## src/rtl/brf_pkg.sv

```systemverilog
// Shared types, codes and constants of the bracketing root finder.
`timescale 1ns / 1ps

package brf_pkg;

  // Default data width and fixed-point format.
  localparam int VALUE_WIDTH_DEF = 32;
  localparam int FRACTION_BITS   = 16;

  // Field and register widths.
  localparam int TOL_W       = 31;
  localparam int ITER_W      = 16;
  localparam int STATUS_W    = 3;
  localparam int CFG_INDEX_W = 2;
  localparam int CFG_DATA_W  = 31;

  // Tolerance reset is about 0.001 in the fixed-point format.
  localparam logic [TOL_W-1:0]  TOL_RESET      = TOL_W'(((1 << FRACTION_BITS) + 500) / 1000);
  localparam logic [ITER_W-1:0] MAX_ITER_RESET = ITER_W'(100);

  // Configuration register indexes.
  typedef enum logic [CFG_INDEX_W-1:0] {
    REG_METHOD    = 2'd0,
    REG_TOL_VALUE = 2'd1,
    REG_TOL_STEP  = 2'd2,
    REG_MAX_ITER  = 2'd3
  } cfg_reg_t;

  typedef enum logic {
    METHOD_BISECT    = 1'b0,
    METHOD_FALSE_POS = 1'b1
  } method_t;

  // Result status codes.
  typedef enum logic [STATUS_W-1:0] {
    ST_PROBE        = 3'd0,
    ST_DONE         = 3'd1,
    ST_BAD_INTERVAL = 3'd2,
    ST_SAME_SIGNS   = 3'd3,
    ST_LIMIT        = 3'd4,
    ST_FLAT         = 3'd5,
    ST_IDLE         = 3'd6
  } status_t;

  typedef struct packed {
    method_t            method;
    logic [TOL_W-1:0]   tol_value;
    logic [TOL_W-1:0]   tol_step;
    logic [ITER_W-1:0]  max_iter;
  } cfg_t;

  // Sequencer of the top level.
  typedef enum logic [2:0] {
    S_IDLE,
    S_CHECK,
    S_NEXT,
    S_LAUNCH,
    S_FPOS,
    S_EMIT
  } ctrl_state_t;

  // Sequencer of the false-position unit.
  typedef enum logic [2:0] {
    FP_IDLE,
    FP_MUL1,
    FP_MUL2,
    FP_ABS,
    FP_DIV,
    FP_SAT
  } fp_state_t;

  // Completion status from the false-position unit.
  typedef struct packed {
    logic done;
    logic flat;
  } fp_stat_t;

endpackage

```

## src/rtl/brf_ifs.sv

```systemverilog
// Valid/ready channel interfaces for input items and result items.
`timescale 1ns / 1ps

interface brf_in_if import brf_pkg::*; #(parameter int W = VALUE_WIDTH_DEF);
  logic                valid;
  logic                ready;
  logic                start_req;
  logic signed [W-1:0] left_end;
  logic signed [W-1:0] right_end;
  logic signed [W-1:0] left_value;
  logic signed [W-1:0] right_value;
  logic signed [W-1:0] probe_value;

  modport source (
    output valid, start_req, left_end, right_end, left_value, right_value, probe_value,
    input  ready
  );
  modport sink (
    input  valid, start_req, left_end, right_end, left_value, right_value, probe_value,
    output ready
  );
endinterface

interface brf_out_if import brf_pkg::*; #(parameter int W = VALUE_WIDTH_DEF);
  logic                valid;
  logic                ready;
  logic signed [W-1:0] probe_point;
  logic [STATUS_W-1:0] status;
  logic [ITER_W-1:0]   iteration;

  modport source (
    output valid, probe_point, status, iteration,
    input  ready
  );
  modport sink (
    input  valid, probe_point, status, iteration,
    output ready
  );
endinterface

```

## src/rtl/brf_cfg.sv

```systemverilog
// Configuration register file with indexed write port.
`timescale 1ns / 1ps

module brf_cfg import brf_pkg::*; (
  input  logic                   clk,
  input  logic                   rst,
  input  logic                   cfg_we,
  input  logic [CFG_INDEX_W-1:0] cfg_index,
  input  logic [CFG_DATA_W-1:0]  cfg_data,
  output cfg_t                   cfg
);

  // Decode the index and update one register per write.
  always_ff @(posedge clk) begin
    if (rst) begin
      cfg.method    <= METHOD_BISECT;
      cfg.tol_value <= TOL_RESET;
      cfg.tol_step  <= TOL_RESET;
      cfg.max_iter  <= MAX_ITER_RESET;
    end else if (cfg_we) begin
      case (cfg_reg_t'(cfg_index))
        REG_METHOD:    cfg.method    <= method_t'(cfg_data[0]);
        REG_TOL_VALUE: cfg.tol_value <= cfg_data[TOL_W-1:0];
        REG_TOL_STEP:  cfg.tol_step  <= cfg_data[TOL_W-1:0];
        REG_MAX_ITER:  cfg.max_iter  <= cfg_data[ITER_W-1:0];
        default: begin
        end
      endcase
    end
  end

endmodule

```

## src/rtl/brf_fpos.sv

```systemverilog
// Iterative false-position unit: two shift-add products and a restoring divide on one adder.
`timescale 1ns / 1ps

module brf_fpos import brf_pkg::*; #(
  parameter int W = VALUE_WIDTH_DEF
) (
  input  logic                clk,
  input  logic                rst,
  input  logic                start,
  input  logic signed [W-1:0] a,
  input  logic signed [W-1:0] b,
  input  logic signed [W-1:0] fa,
  input  logic signed [W-1:0] fb,
  output fp_stat_t            stat,
  output logic signed [W-1:0] point
);

  localparam int PW    = 2 * W;
  localparam int AW    = PW + 1;
  localparam int CNT_W = $clog2(PW);

  fp_state_t state, state_next;

  // Operand magnitudes and denominator, prepared when a request arrives.
  logic [W-1:0] mag_a_in, mag_b_in, mag_fa_in, mag_fb_in, dm_in;
  logic         den_neg_in, flat_in;

  // Datapath registers.
  logic [AW-1:0]    acc;
  logic [PW-1:0]    mc;
  logic [W-1:0]     mp;
  logic [W-1:0]     mag_b, mag_fa;
  logic             neg1, neg2;
  logic             den_neg;
  logic [W-1:0]     dm;
  logic [W-1:0]     rem;
  logic [PW-1:0]    qn;
  logic             nn;
  logic [CNT_W-1:0] cnt;
  logic             done, flat;

  // Shared adder/subtractor.
  logic [AW-1:0] au_x, au_y, au_sum;
  logic          au_sub;

  logic [W:0]          rem_sh;
  logic                div_ge;
  logic                q_ovf, q_neg;
  logic signed [W-1:0] sat_point;

  assign mag_a_in   = a[W-1]  ? (~a  + W'(1)) : a;
  assign mag_b_in   = b[W-1]  ? (~b  + W'(1)) : b;
  assign mag_fa_in  = fa[W-1] ? (~fa + W'(1)) : fa;
  assign mag_fb_in  = fb[W-1] ? (~fb + W'(1)) : fb;
  assign den_neg_in = fb < fa;
  assign dm_in      = den_neg_in ? W'(fa - fb) : W'(fb - fa);
  assign flat_in    = fa == fb;

  assign rem_sh = {rem, qn[PW-1]};

  // Operand selection for the shared adder.
  always_comb begin
    au_x   = '0;
    au_y   = '0;
    au_sub = 1'b0;
    case (state)
      FP_MUL1: begin
        au_x   = acc;
        au_y   = mp[0] ? {1'b0, mc} : '0;
        au_sub = mp[0] & neg1;
      end
      FP_MUL2: begin
        au_x   = acc;
        au_y   = mp[0] ? {1'b0, mc} : '0;
        au_sub = mp[0] & neg2;
      end
      FP_ABS: begin
        au_y   = acc;
        au_sub = 1'b1;
      end
      FP_DIV: begin
        au_x   = AW'(rem_sh);
        au_y   = AW'(dm);
        au_sub = 1'b1;
      end
      FP_SAT: begin
        au_y   = {1'b0, qn};
        au_sub = 1'b1;
      end
      default: begin
      end
    endcase
    au_sum = au_x + (au_sub ? ~au_y : au_y) + AW'(au_sub);
  end

  assign div_ge = ~au_sum[AW-1];

  // Sign and saturation of the quotient.
  assign q_ovf = |qn[PW-1:W-1];
  assign q_neg = (nn != den_neg) && (|qn);
  always_comb begin
    if (q_neg) begin
      sat_point = q_ovf ? {1'b1, {(W-1){1'b0}}} : au_sum[W-1:0];
    end else begin
      sat_point = q_ovf ? {1'b0, {(W-1){1'b1}}} : qn[W-1:0];
    end
  end

  // Sequencer state register.
  always_ff @(posedge clk) begin
    if (rst) begin
      state <= FP_IDLE;
    end else begin
      state <= state_next;
    end
  end

  // Next state.
  always_comb begin
    state_next = state;
    case (state)
      FP_IDLE: if (start && !flat_in) state_next = FP_MUL1;
      FP_MUL1: if (mp == '0) state_next = FP_MUL2;
      FP_MUL2: if (mp == '0) state_next = FP_ABS;
      FP_ABS:  state_next = FP_DIV;
      FP_DIV:  if (cnt == CNT_W'(PW - 1)) state_next = FP_SAT;
      FP_SAT:  state_next = FP_IDLE;
      default: state_next = FP_IDLE;
    endcase
  end

  // Completion pulse; a zero denominator finishes at once.
  always_ff @(posedge clk) begin
    if (rst) begin
      done <= 1'b0;
      flat <= 1'b0;
    end else begin
      done <= (state == FP_SAT) || (state == FP_IDLE && start && flat_in);
      flat <= state == FP_IDLE && start && flat_in;
    end
  end

  // Datapath: the numerator accumulates as a signed sum of both products.
  always_ff @(posedge clk) begin
    case (state)
      FP_IDLE: begin
        if (start) begin
          acc     <= '0;
          mc      <= PW'(mag_a_in);
          mp      <= mag_fb_in;
          mag_b   <= mag_b_in;
          mag_fa  <= mag_fa_in;
          neg1    <= a[W-1] ^ fb[W-1];
          neg2    <= ~(b[W-1] ^ fa[W-1]);
          den_neg <= den_neg_in;
          dm      <= dm_in;
        end
      end
      FP_MUL1: begin
        if (mp == '0) begin
          mc <= PW'(mag_b);
          mp <= mag_fa;
        end else begin
          acc <= au_sum;
          mc  <= mc << 1;
          mp  <= mp >> 1;
        end
      end
      FP_MUL2: begin
        if (mp != '0) begin
          acc <= au_sum;
          mc  <= mc << 1;
          mp  <= mp >> 1;
        end
      end
      FP_ABS: begin
        nn  <= acc[AW-1];
        qn  <= acc[AW-1] ? au_sum[PW-1:0] : acc[PW-1:0];
        rem <= '0;
        cnt <= '0;
      end
      FP_DIV: begin
        rem <= div_ge ? au_sum[W-1:0] : rem_sh[W-1:0];
        qn  <= {qn[PW-2:0], div_ge};
        cnt <= cnt + 1'b1;
      end
      FP_SAT: begin
        point <= sat_point;
      end
      default: begin
      end
    endcase
  end

  assign stat = '{done: done, flat: flat};

endmodule

```

## src/rtl/bracketing_root_finder_core.sv

```systemverilog
// Top level of the bracketing root finder: sequencer, bracket state and output register.
//
//   Port       Dir   Handshake     Beat contents
//   item       in    valid/ready   start_req, left_end, right_end, left_value,
//                                  right_value, probe_value
//   result     out   valid/ready   probe_point, status, iteration
//   cfg_*      in    cfg_we only   cfg_index, cfg_data
//
// One item at a time. Status-only answers and bisection items are handled by the
// sequencer alone. Regula falsi items also wait for the false-position unit, which
// forms the shift-add products and the restoring divide on its one adder. The result
// register lets the next item in while a result beat still waits. Reset is synchronous
// and active high and leaves no problem running.
`timescale 1ns / 1ps

module bracketing_root_finder_core import brf_pkg::*; #(
  parameter int VALUE_WIDTH = VALUE_WIDTH_DEF
) (
  input  logic                   clk,
  input  logic                   rst,
  input  logic                   cfg_we,
  input  logic [CFG_INDEX_W-1:0] cfg_index,
  input  logic [CFG_DATA_W-1:0]  cfg_data,
  brf_in_if.sink                 item,
  brf_out_if.source              result
);

  localparam int W     = VALUE_WIDTH;
  localparam int CMP_W = (W > TOL_W) ? W : TOL_W;

  ctrl_state_t state, state_next;
  cfg_t        cfg;
  logic        accept;

  // Latched input beat.
  logic                start_q;
  logic signed [W-1:0] a_q, b_q, fa_q, fb_q, pv_q;

  // Problem state.
  logic signed [W-1:0] bracket_left, bracket_right, left_fvalue, right_fvalue;
  logic signed [W-1:0] current_probe, previous_probe;
  logic [ITER_W-1:0]   iter_count;
  logic                active;

  // Pending result and output register.
  logic signed [W-1:0] res_point;
  status_t             res_status;
  logic [ITER_W-1:0]   res_iter;
  logic                out_valid;
  logic signed [W-1:0] out_point;
  status_t             out_status;
  logic [ITER_W-1:0]   out_iter;

  // False-position unit handshake.
  logic                fp_start;
  fp_stat_t            fp_stat;
  logic signed [W-1:0] fp_point;

  // Decision signals.
  logic                bad_interval, ends_opposite, narrow_right;
  logic [W-1:0]        fc_mag, step_mag;
  logic signed [W-1:0] sel_x, sel_y;
  logic [W:0]          d1, d2, mid_sum;
  logic                value_conv, step_conv, converged, limit_hit;
  logic [ITER_W-1:0]   iter_inc;
  logic signed [W-1:0] mid_point;
  logic                out_free;

  brf_cfg u_cfg (
    .clk       (clk),
    .rst       (rst),
    .cfg_we    (cfg_we),
    .cfg_index (cfg_index),
    .cfg_data  (cfg_data),
    .cfg       (cfg)
  );

  brf_fpos #(.W(W)) u_fpos (
    .clk   (clk),
    .rst   (rst),
    .start (fp_start),
    .a     (bracket_left),
    .b     (bracket_right),
    .fa    (left_fvalue),
    .fb    (right_fvalue),
    .stat  (fp_stat),
    .point (fp_point)
  );

  assign item.ready = state == S_IDLE;
  assign accept     = item.valid && item.ready;
  assign out_free   = !out_valid || result.ready;

  // Start checks: ordered ends and strictly opposite end values.
  assign bad_interval  = !(a_q < b_q);
  assign ends_opposite = (fa_q[W-1] && !fb_q[W-1] && (|fb_q)) ||
                         (fb_q[W-1] && !fa_q[W-1] && (|fa_q));

  // Convergence on the probe value and on the step size.
  assign fc_mag     = pv_q[W-1] ? (~pv_q + W'(1)) : pv_q;
  assign value_conv = CMP_W'(fc_mag) < CMP_W'(cfg.tol_value);
  assign sel_x      = (cfg.method == METHOD_FALSE_POS) ? current_probe  : bracket_right;
  assign sel_y      = (cfg.method == METHOD_FALSE_POS) ? previous_probe : bracket_left;
  assign d1         = {sel_x[W-1], sel_x} - {sel_y[W-1], sel_y};
  assign d2         = {sel_y[W-1], sel_y} - {sel_x[W-1], sel_x};
  assign step_mag   = d1[W] ? d2[W-1:0] : d1[W-1:0];
  assign step_conv  = CMP_W'(step_mag) < CMP_W'(cfg.tol_step);
  assign converged  = value_conv || step_conv;

  // Narrowing side, iteration count and limit.
  assign narrow_right = (left_fvalue[W-1] && !pv_q[W-1] && (|pv_q)) ||
                        (pv_q[W-1] && !left_fvalue[W-1] && (|left_fvalue));
  assign iter_inc     = iter_count + 1'b1;
  assign limit_hit    = iter_count >= cfg.max_iter;

  // Midpoint rounded toward minus infinity.
  assign mid_sum   = {bracket_left[W-1], bracket_left} + {bracket_right[W-1], bracket_right};
  assign mid_point = mid_sum[W:1];

  // Sequencer state register.
  always_ff @(posedge clk) begin
    if (rst) begin
      state <= S_IDLE;
    end else begin
      state <= state_next;
    end
  end

  // Next state and unit launch.
  always_comb begin
    state_next = state;
    fp_start   = 1'b0;
    case (state)
      S_IDLE: begin
        if (accept) state_next = S_CHECK;
      end
      S_CHECK: begin
        if (start_q) begin
          state_next = (bad_interval || !ends_opposite) ? S_EMIT : S_LAUNCH;
        end else if (!active || converged) begin
          state_next = S_EMIT;
        end else begin
          state_next = S_NEXT;
        end
      end
      S_NEXT: begin
        state_next = limit_hit ? S_EMIT : S_LAUNCH;
      end
      S_LAUNCH: begin
        if (cfg.method == METHOD_FALSE_POS) begin
          fp_start   = 1'b1;
          state_next = S_FPOS;
        end else begin
          state_next = S_EMIT;
        end
      end
      S_FPOS: begin
        if (fp_stat.done) state_next = S_EMIT;
      end
      S_EMIT: begin
        if (out_free) state_next = S_IDLE;
      end
      default: state_next = S_IDLE;
    endcase
  end

  // Control state: problem running, iteration count, output valid.
  always_ff @(posedge clk) begin
    if (rst) begin
      active     <= 1'b0;
      iter_count <= '0;
      out_valid  <= 1'b0;
    end else begin
      case (state)
        S_CHECK: begin
          if (start_q) begin
            active     <= 1'b0;
            iter_count <= '0;
          end else if (active && converged) begin
            active <= 1'b0;
          end else if (active) begin
            iter_count <= iter_inc;
          end
        end
        S_NEXT: begin
          if (limit_hit) active <= 1'b0;
        end
        S_LAUNCH: begin
          if (cfg.method == METHOD_BISECT) active <= 1'b1;
        end
        S_FPOS: begin
          if (fp_stat.done) active <= !fp_stat.flat;
        end
        default: begin
        end
      endcase

      if (state == S_EMIT && out_free) begin
        out_valid <= 1'b1;
      end else if (result.ready) begin
        out_valid <= 1'b0;
      end
    end
  end

  // Payload: input latch, bracket update and result composition.
  always_ff @(posedge clk) begin
    case (state)
      S_IDLE: begin
        if (accept) begin
          start_q <= item.start_req;
          a_q     <= item.left_end;
          b_q     <= item.right_end;
          fa_q    <= item.left_value;
          fb_q    <= item.right_value;
          pv_q    <= item.probe_value;
        end
      end
      S_CHECK: begin
        if (start_q) begin
          bracket_left  <= a_q;
          bracket_right <= b_q;
          left_fvalue   <= fa_q;
          right_fvalue  <= fb_q;
          current_probe <= a_q;
          res_point     <= '0;
          res_iter      <= '0;
          res_status    <= bad_interval ? ST_BAD_INTERVAL : ST_SAME_SIGNS;
        end else if (!active) begin
          res_point  <= '0;
          res_iter   <= '0;
          res_status <= ST_IDLE;
        end else if (converged) begin
          res_point  <= current_probe;
          res_iter   <= iter_inc;
          res_status <= ST_DONE;
        end else if (narrow_right) begin
          bracket_right <= current_probe;
          right_fvalue  <= pv_q;
        end else begin
          bracket_left <= current_probe;
          left_fvalue  <= pv_q;
        end
      end
      S_NEXT: begin
        res_point  <= current_probe;
        res_iter   <= iter_count;
        res_status <= ST_LIMIT;
      end
      S_LAUNCH: begin
        if (cfg.method == METHOD_BISECT) begin
          previous_probe <= current_probe;
          current_probe  <= mid_point;
          res_point      <= mid_point;
          res_iter       <= iter_count;
          res_status     <= ST_PROBE;
        end
      end
      S_FPOS: begin
        if (fp_stat.done) begin
          res_iter <= iter_count;
          if (fp_stat.flat) begin
            res_point  <= start_q ? '0 : current_probe;
            res_status <= ST_FLAT;
          end else begin
            previous_probe <= current_probe;
            current_probe  <= fp_point;
            res_point      <= fp_point;
            res_status     <= ST_PROBE;
          end
        end
      end
      S_EMIT: begin
        if (out_free) begin
          out_point  <= res_point;
          out_status <= res_status;
          out_iter   <= res_iter;
        end
      end
      default: begin
      end
    endcase
  end

  assign result.valid       = out_valid;
  assign result.probe_point = out_point;
  assign result.status      = out_status;
  assign result.iteration   = out_iter;

  // An accepted beat is always examined in the next cycle.
  assert property (@(posedge clk) disable iff (rst)
    (item.valid && item.ready) |=> state == S_CHECK)
    else $error("accepted beat not followed by check state");

  // The false-position unit only finishes while the sequencer waits for it.
  assert property (@(posedge clk) disable iff (rst)
    fp_stat.done |-> state == S_FPOS)
    else $error("false-position completion outside wait state");

  // The output register is only loaded from the emit state.
  assert property (@(posedge clk) disable iff (rst)
    $rose(out_valid) |-> $past(state) == S_EMIT)
    else $error("result beat appeared without emit state");

  // An idle report carries no point and no iteration count.
  assert property (@(posedge clk) disable iff (rst)
    (result.valid && result.status == ST_IDLE) |->
      (result.probe_point == '0 && result.iteration == '0))
    else $error("idle result with nonzero payload");

endmodule

```

## src/flat_wrapper.sv

```systemverilog
// flat-port wrapper written by rule: the top's interface ports become plain ports
module bracketing_root_finder_core_flat import brf_pkg::*;
#(
  parameter int VALUE_WIDTH = VALUE_WIDTH_DEF
)
  (clk, rst, cfg_we, cfg_index, cfg_data, item_valid, item_start_req, item_left_end, item_right_end, item_left_value, item_right_value, item_probe_value, item_ready, result_valid, result_probe_point, result_status, result_iteration, result_ready);
  brf_in_if #(.W((VALUE_WIDTH_DEF))) item_i ();
  brf_out_if #(.W((VALUE_WIDTH_DEF))) result_i ();
  input  logic clk;
  input  logic rst;
  input  logic cfg_we;
  input  logic [CFG_INDEX_W-1:0] cfg_index;
  input  logic [CFG_DATA_W-1:0] cfg_data;
  input wire logic [$bits(item_i.valid)-1:0] item_valid;
  input wire logic [$bits(item_i.start_req)-1:0] item_start_req;
  input wire logic [$bits(item_i.left_end)-1:0] item_left_end;
  input wire logic [$bits(item_i.right_end)-1:0] item_right_end;
  input wire logic [$bits(item_i.left_value)-1:0] item_left_value;
  input wire logic [$bits(item_i.right_value)-1:0] item_right_value;
  input wire logic [$bits(item_i.probe_value)-1:0] item_probe_value;
  output wire logic [$bits(item_i.ready)-1:0] item_ready;
  output wire logic [$bits(result_i.valid)-1:0] result_valid;
  output wire logic [$bits(result_i.probe_point)-1:0] result_probe_point;
  output wire logic [$bits(result_i.status)-1:0] result_status;
  output wire logic [$bits(result_i.iteration)-1:0] result_iteration;
  input wire logic [$bits(result_i.ready)-1:0] result_ready;
  assign item_i.valid = item_valid;
  assign item_i.start_req = item_start_req;
  assign item_i.left_end = item_left_end;
  assign item_i.right_end = item_right_end;
  assign item_i.left_value = item_left_value;
  assign item_i.right_value = item_right_value;
  assign item_i.probe_value = item_probe_value;
  assign item_ready = item_i.ready;
  assign result_valid = result_i.valid;
  assign result_probe_point = result_i.probe_point;
  assign result_status = result_i.status;
  assign result_iteration = result_i.iteration;
  assign result_i.ready = result_ready;
  bracketing_root_finder_core #(.VALUE_WIDTH(VALUE_WIDTH)) u_core (.clk(clk), .rst(rst), .cfg_we(cfg_we), .cfg_index(cfg_index), .cfg_data(cfg_data), .item(item_i), .result(result_i));
endmodule
```

## config.mk

```make
export PLATFORM = sky130hd
export DESIGN_NAME = bracketing_root_finder_core_flat
export DESIGN_NICKNAME = d
export VERILOG_FILES = /design/src/rtl/brf_pkg.sv /design/src/rtl/brf_ifs.sv /design/src/rtl/brf_cfg.sv /design/src/rtl/brf_fpos.sv /design/src/rtl/bracketing_root_finder_core.sv /design/src/flat_wrapper.sv
export SDC_FILE = /design/constraint.sdc
export NUM_CORES = 2
export LEC_CHECK = 0
export ABC_AREA = 1
export BUFFER_PORTS_ARGS = -buffer_cell sky130_fd_sc_hd__buf_2
export CELL_PAD_IN_SITES_DETAIL_PLACEMENT = 0
export CELL_PAD_IN_SITES_GLOBAL_PLACEMENT = 1
export CORE_MARGIN = 2
export CORE_UTILIZATION = 35
export CTS_BUF_LIST = sky130_fd_sc_hd__clkbuf_4
export CTS_CLUSTER_SIZE = 16
export DETAILED_ROUTE_END_ITERATION = 8
export PLACE_DENSITY = 0.65
export SYNTH_ARGS = -nofsm -noshare
export SYNTH_HDL_FRONTEND = slang
export SYNTH_SLANG_ARGS = --single-unit
```

## constraint.sdc

```tcl
create_clock -name clk -period 10.51 [get_ports clk]
set_input_delay 0.5255 -clock clk [delete_from_list [all_inputs] [get_ports clk]]
set_output_delay 0.5255 -clock clk [all_outputs]
set_load 0.05 [all_outputs]
```

==> results.toml <==
[power_and_ir_drop]
internal_power_mw = 10.4
power.share.clock = 0.194
total_power_mw = 18.9
cellPowerDensity_nw_per_um2 = 271
peakVddDrop_mv = 0.242
seqPwrFrac = 0.339
p_sw_mw = 8.58
p_leak_nw = 28.7
comb_power_share = 0.467
sw_frac_of_total = 0.453

[layout]
final_common_cell = "nand2_1"
syn_to_final_growth_pct = 19.0
n_fill_cell = 16700
fin_nets = 8120
drive_gt1_frac = 0.115
finish.utilization = 0.419
final_cell_mix = "nand2_1, inv_1, edfxtp_1"

[status]
status = "finished, final reports clean"

[synth]
synth_mux_area_frac = 0.00205
syn_nets = 7353
synth_top_family_by_area = "compound AO/OA/AOI/OAI gates"
ys_warn_count = 0
async_flop_share = 0
synth.avg_cell_area_um2 = 8.62
yosys_register_bits = 955
synth_compound_area_frac = 0.166
synth_fa_ha_area_frac = 0.0732
synth.distinct_cells = 63
synth-xor-area-share = 0.0488
ys_seq_area_frac = 0.471
synthFlopType = "edfxtp_1"
synth_edf_count = 850
synth_simple_gate_area_frac = 0.161
netlist_area_um2 = 58700
synth_cells = 6814

[route]
firstDrtPassIters = 6
via_per_inst = 5.25
totalWireLength_um = 224000
drtAntennaViolNets = 0
dr.first_iter.drc_count = 4655
wire_per_inst_um = 22.4
drt_drc_violations_left = 0
route.vias.total = 52400

[clock_network]
clockBufferDepth = 4
cts.sinks = 955
root_buffer = "clkbuf_4"
cts_setup_buffers = 0
clock_latency_ps = 1340
cts_resized = 0
clkTransAtPathRegs_ps = 70
htree_levels = 5
numCtsBuffers = 298
cts_tree = "done"

[timing]
relSlewSlack = 0.247
fin_crit_sh = 0.714
rsz0062_at_grt = "no"
hold_slack_ps = 122
setup_violations = 0
hold_violations = 0
maxSlewViolCount = 0
worst_pin_slew_ps = 1130
fin_tns_setup_ps = 0
fin_ws_ps = 3000
clock-skew-final_ps = 120
post-route-min-period_ps = 7510
timing.fmax_ghz = 0.133

[grt]
grt_pass1_wl_um = 331000
grt_max_degree = 92
antenna_found_initial = 4
use_met2 = 0.421
grt_use_met1 = 0.339
grt_pass1_vias = 51700
grt_overflow = 0
use_met3 = 0.0429
grt_use_total = 0.258
grt.busiest_layer = "met2"

[critical_path]
endpoint_kind = "flip-flop"
cp-start-kind = "flip-flop"
crit_required_ps = 11410
path_buf_inv = 8
cp_slowest_stage_delay_ps = 840
critical_path_class = "flip-flop to flip-flop"
cp_common_cell = "nand2_1"
cpLargestDelayFamily = "simple AND/OR/NAND/NOR gates"
worstPathArrival_ps = 8410
critPathSlowestCell = "dfxtp_2"
cp_max_fo = 41

[floorplan]
start_util = 0.352
die_w_um = 414
core_um2 = 167000
pin_count = 252
row_count = 150
die_h_um = 414
dieArea_um2 = 171000

[worst_hold_path]
hp-class = "input port to flip-flop"

[job]
max_cap_violations = 0

[placement]
numPortBuffers = 251
dp_hpwl_um = 167000
dp_slack_ps = 3150
place_congestion = 0.958
==> worst register-to-register path, delay by kind of cell, from the launching register on <==
kind	cells	cell delay, ps
buffers and inverters	8	1970
and+or+nand+nor	18	2030
xor gates and xnor gates	1	170
AOI/OAI and AO/OA	6	1300
adders and majority gates	3	730
DFF	1	840
==> per-stage QoR <==
step / area [um^2] / std cells
2_1_floorplan: 58700 / 6814
3_3_place_gp: 62500 / 9099
3_5_place_dp: 62500 / 9099
4_1_cts: 69800 / 9971
5_1_grt: 69900 / 9978
6_report: 69900 / 9981
==> layer usage <==
metal,routed length [um],share of wire
met2,103000,0.46
met5,7,0.000031
met4,9540,0.043
met1,97400,0.43
met3,13600,0.061
==> final cells by class <==
cell class,instances,area (um^2),area share
flip-flops and latches,955,27600,0.395
multi-input cells,4652,26600,0.381
repair buffers,709,5690,0.0814
inverters,965,3630,0.0520
clock buffers,414,3110,0.0445
well taps,2204,2760,0.0395
clock inverters,72,399,0.00571
diodes,10,25.0,0.000358
==> timing repair <==
action	4_1_cts	5_1_grt
setup endpoints to repair	0	0
hold endpoints to repair	275	0
hold buffers	386	0
==> state kept, by name, summed over array words and instances (netlist names), 64 cells and up <==
| register | flops |
|---|---|
| u_core.u_fpos.mc | 64 |
| u_core.u_cfg.cfg | 79 |
| u_core.u_fpos.qn | 64 |
| u_core.u_fpos.acc | 65 |
==> synth_stat cells, types with 13 or more instances <==
cell       count  share of area
nor4_1        57         0.0061
or2_2         57         0.0061
dfxtp_1      105          0.036
inv_1        952          0.061
a221oi_1      43         0.0064
xor2_1       187          0.028
nor2_1       563          0.036
o21a_1        32         0.0041
a31oi_1       43         0.0046
edfxtp_1     850           0.43
nor3_1        98         0.0084
nand4_1       48         0.0051
o21ai_1       26         0.0022
buf_2         21         0.0018
a211oi_1      20         0.0026
a21o_1        21         0.0027
buf_1         19         0.0012
o221ai_1      42         0.0063
nand2_2       13         0.0014
a22oi_1       57         0.0073
o211ai_1      78          0.010
nand3_1      140          0.012
o21ai_0      588          0.050
nand2_1     1263          0.081
xnor2_1      140          0.021
a21oi_1      599          0.051
clkbuf_1     196          0.013
o2111ai_1     40         0.0060
ha_1         334          0.071
o22ai_1       61         0.0065
==> final timing paths <==
check,startpoint,endpoint,slack [ps],cells past startpoint
max,u_core.u_cfg.cfg[78],u_core.res_point[1],3000,36
min,cfg_data[23],u_core.u_cfg.cfg[39],120,4
max reg2reg,u_core.u_cfg.cfg[78],u_core.res_point[1],3000,36
min reg2reg,u_core.res_iter[2],u_core.result.iteration[2],400,0
==> power groups by stage <==
stage               combinational (mW)  clock [mW]  sequential, mW
finish                            8.85        3.68            6.41
global route                      9.85        3.96            6.49
CTS                               8.83        3.77            6.41
detailed placement                8.67           0            6.47
global placement                  8.64           0            6.47
floorplan                         5.95           0            6.31
==> cell families after synthesis <==
group / count (synthesis)
AOI/OAI and AO/OA: 1699
xor gates and xnor gates: 327
adders and majority gates: 340
buffers and inverters: 1207
DFF: 955
muxes: 12
and+or+nand+nor: 2274
No activity file was read; power rests on OpenSTA's default activity.
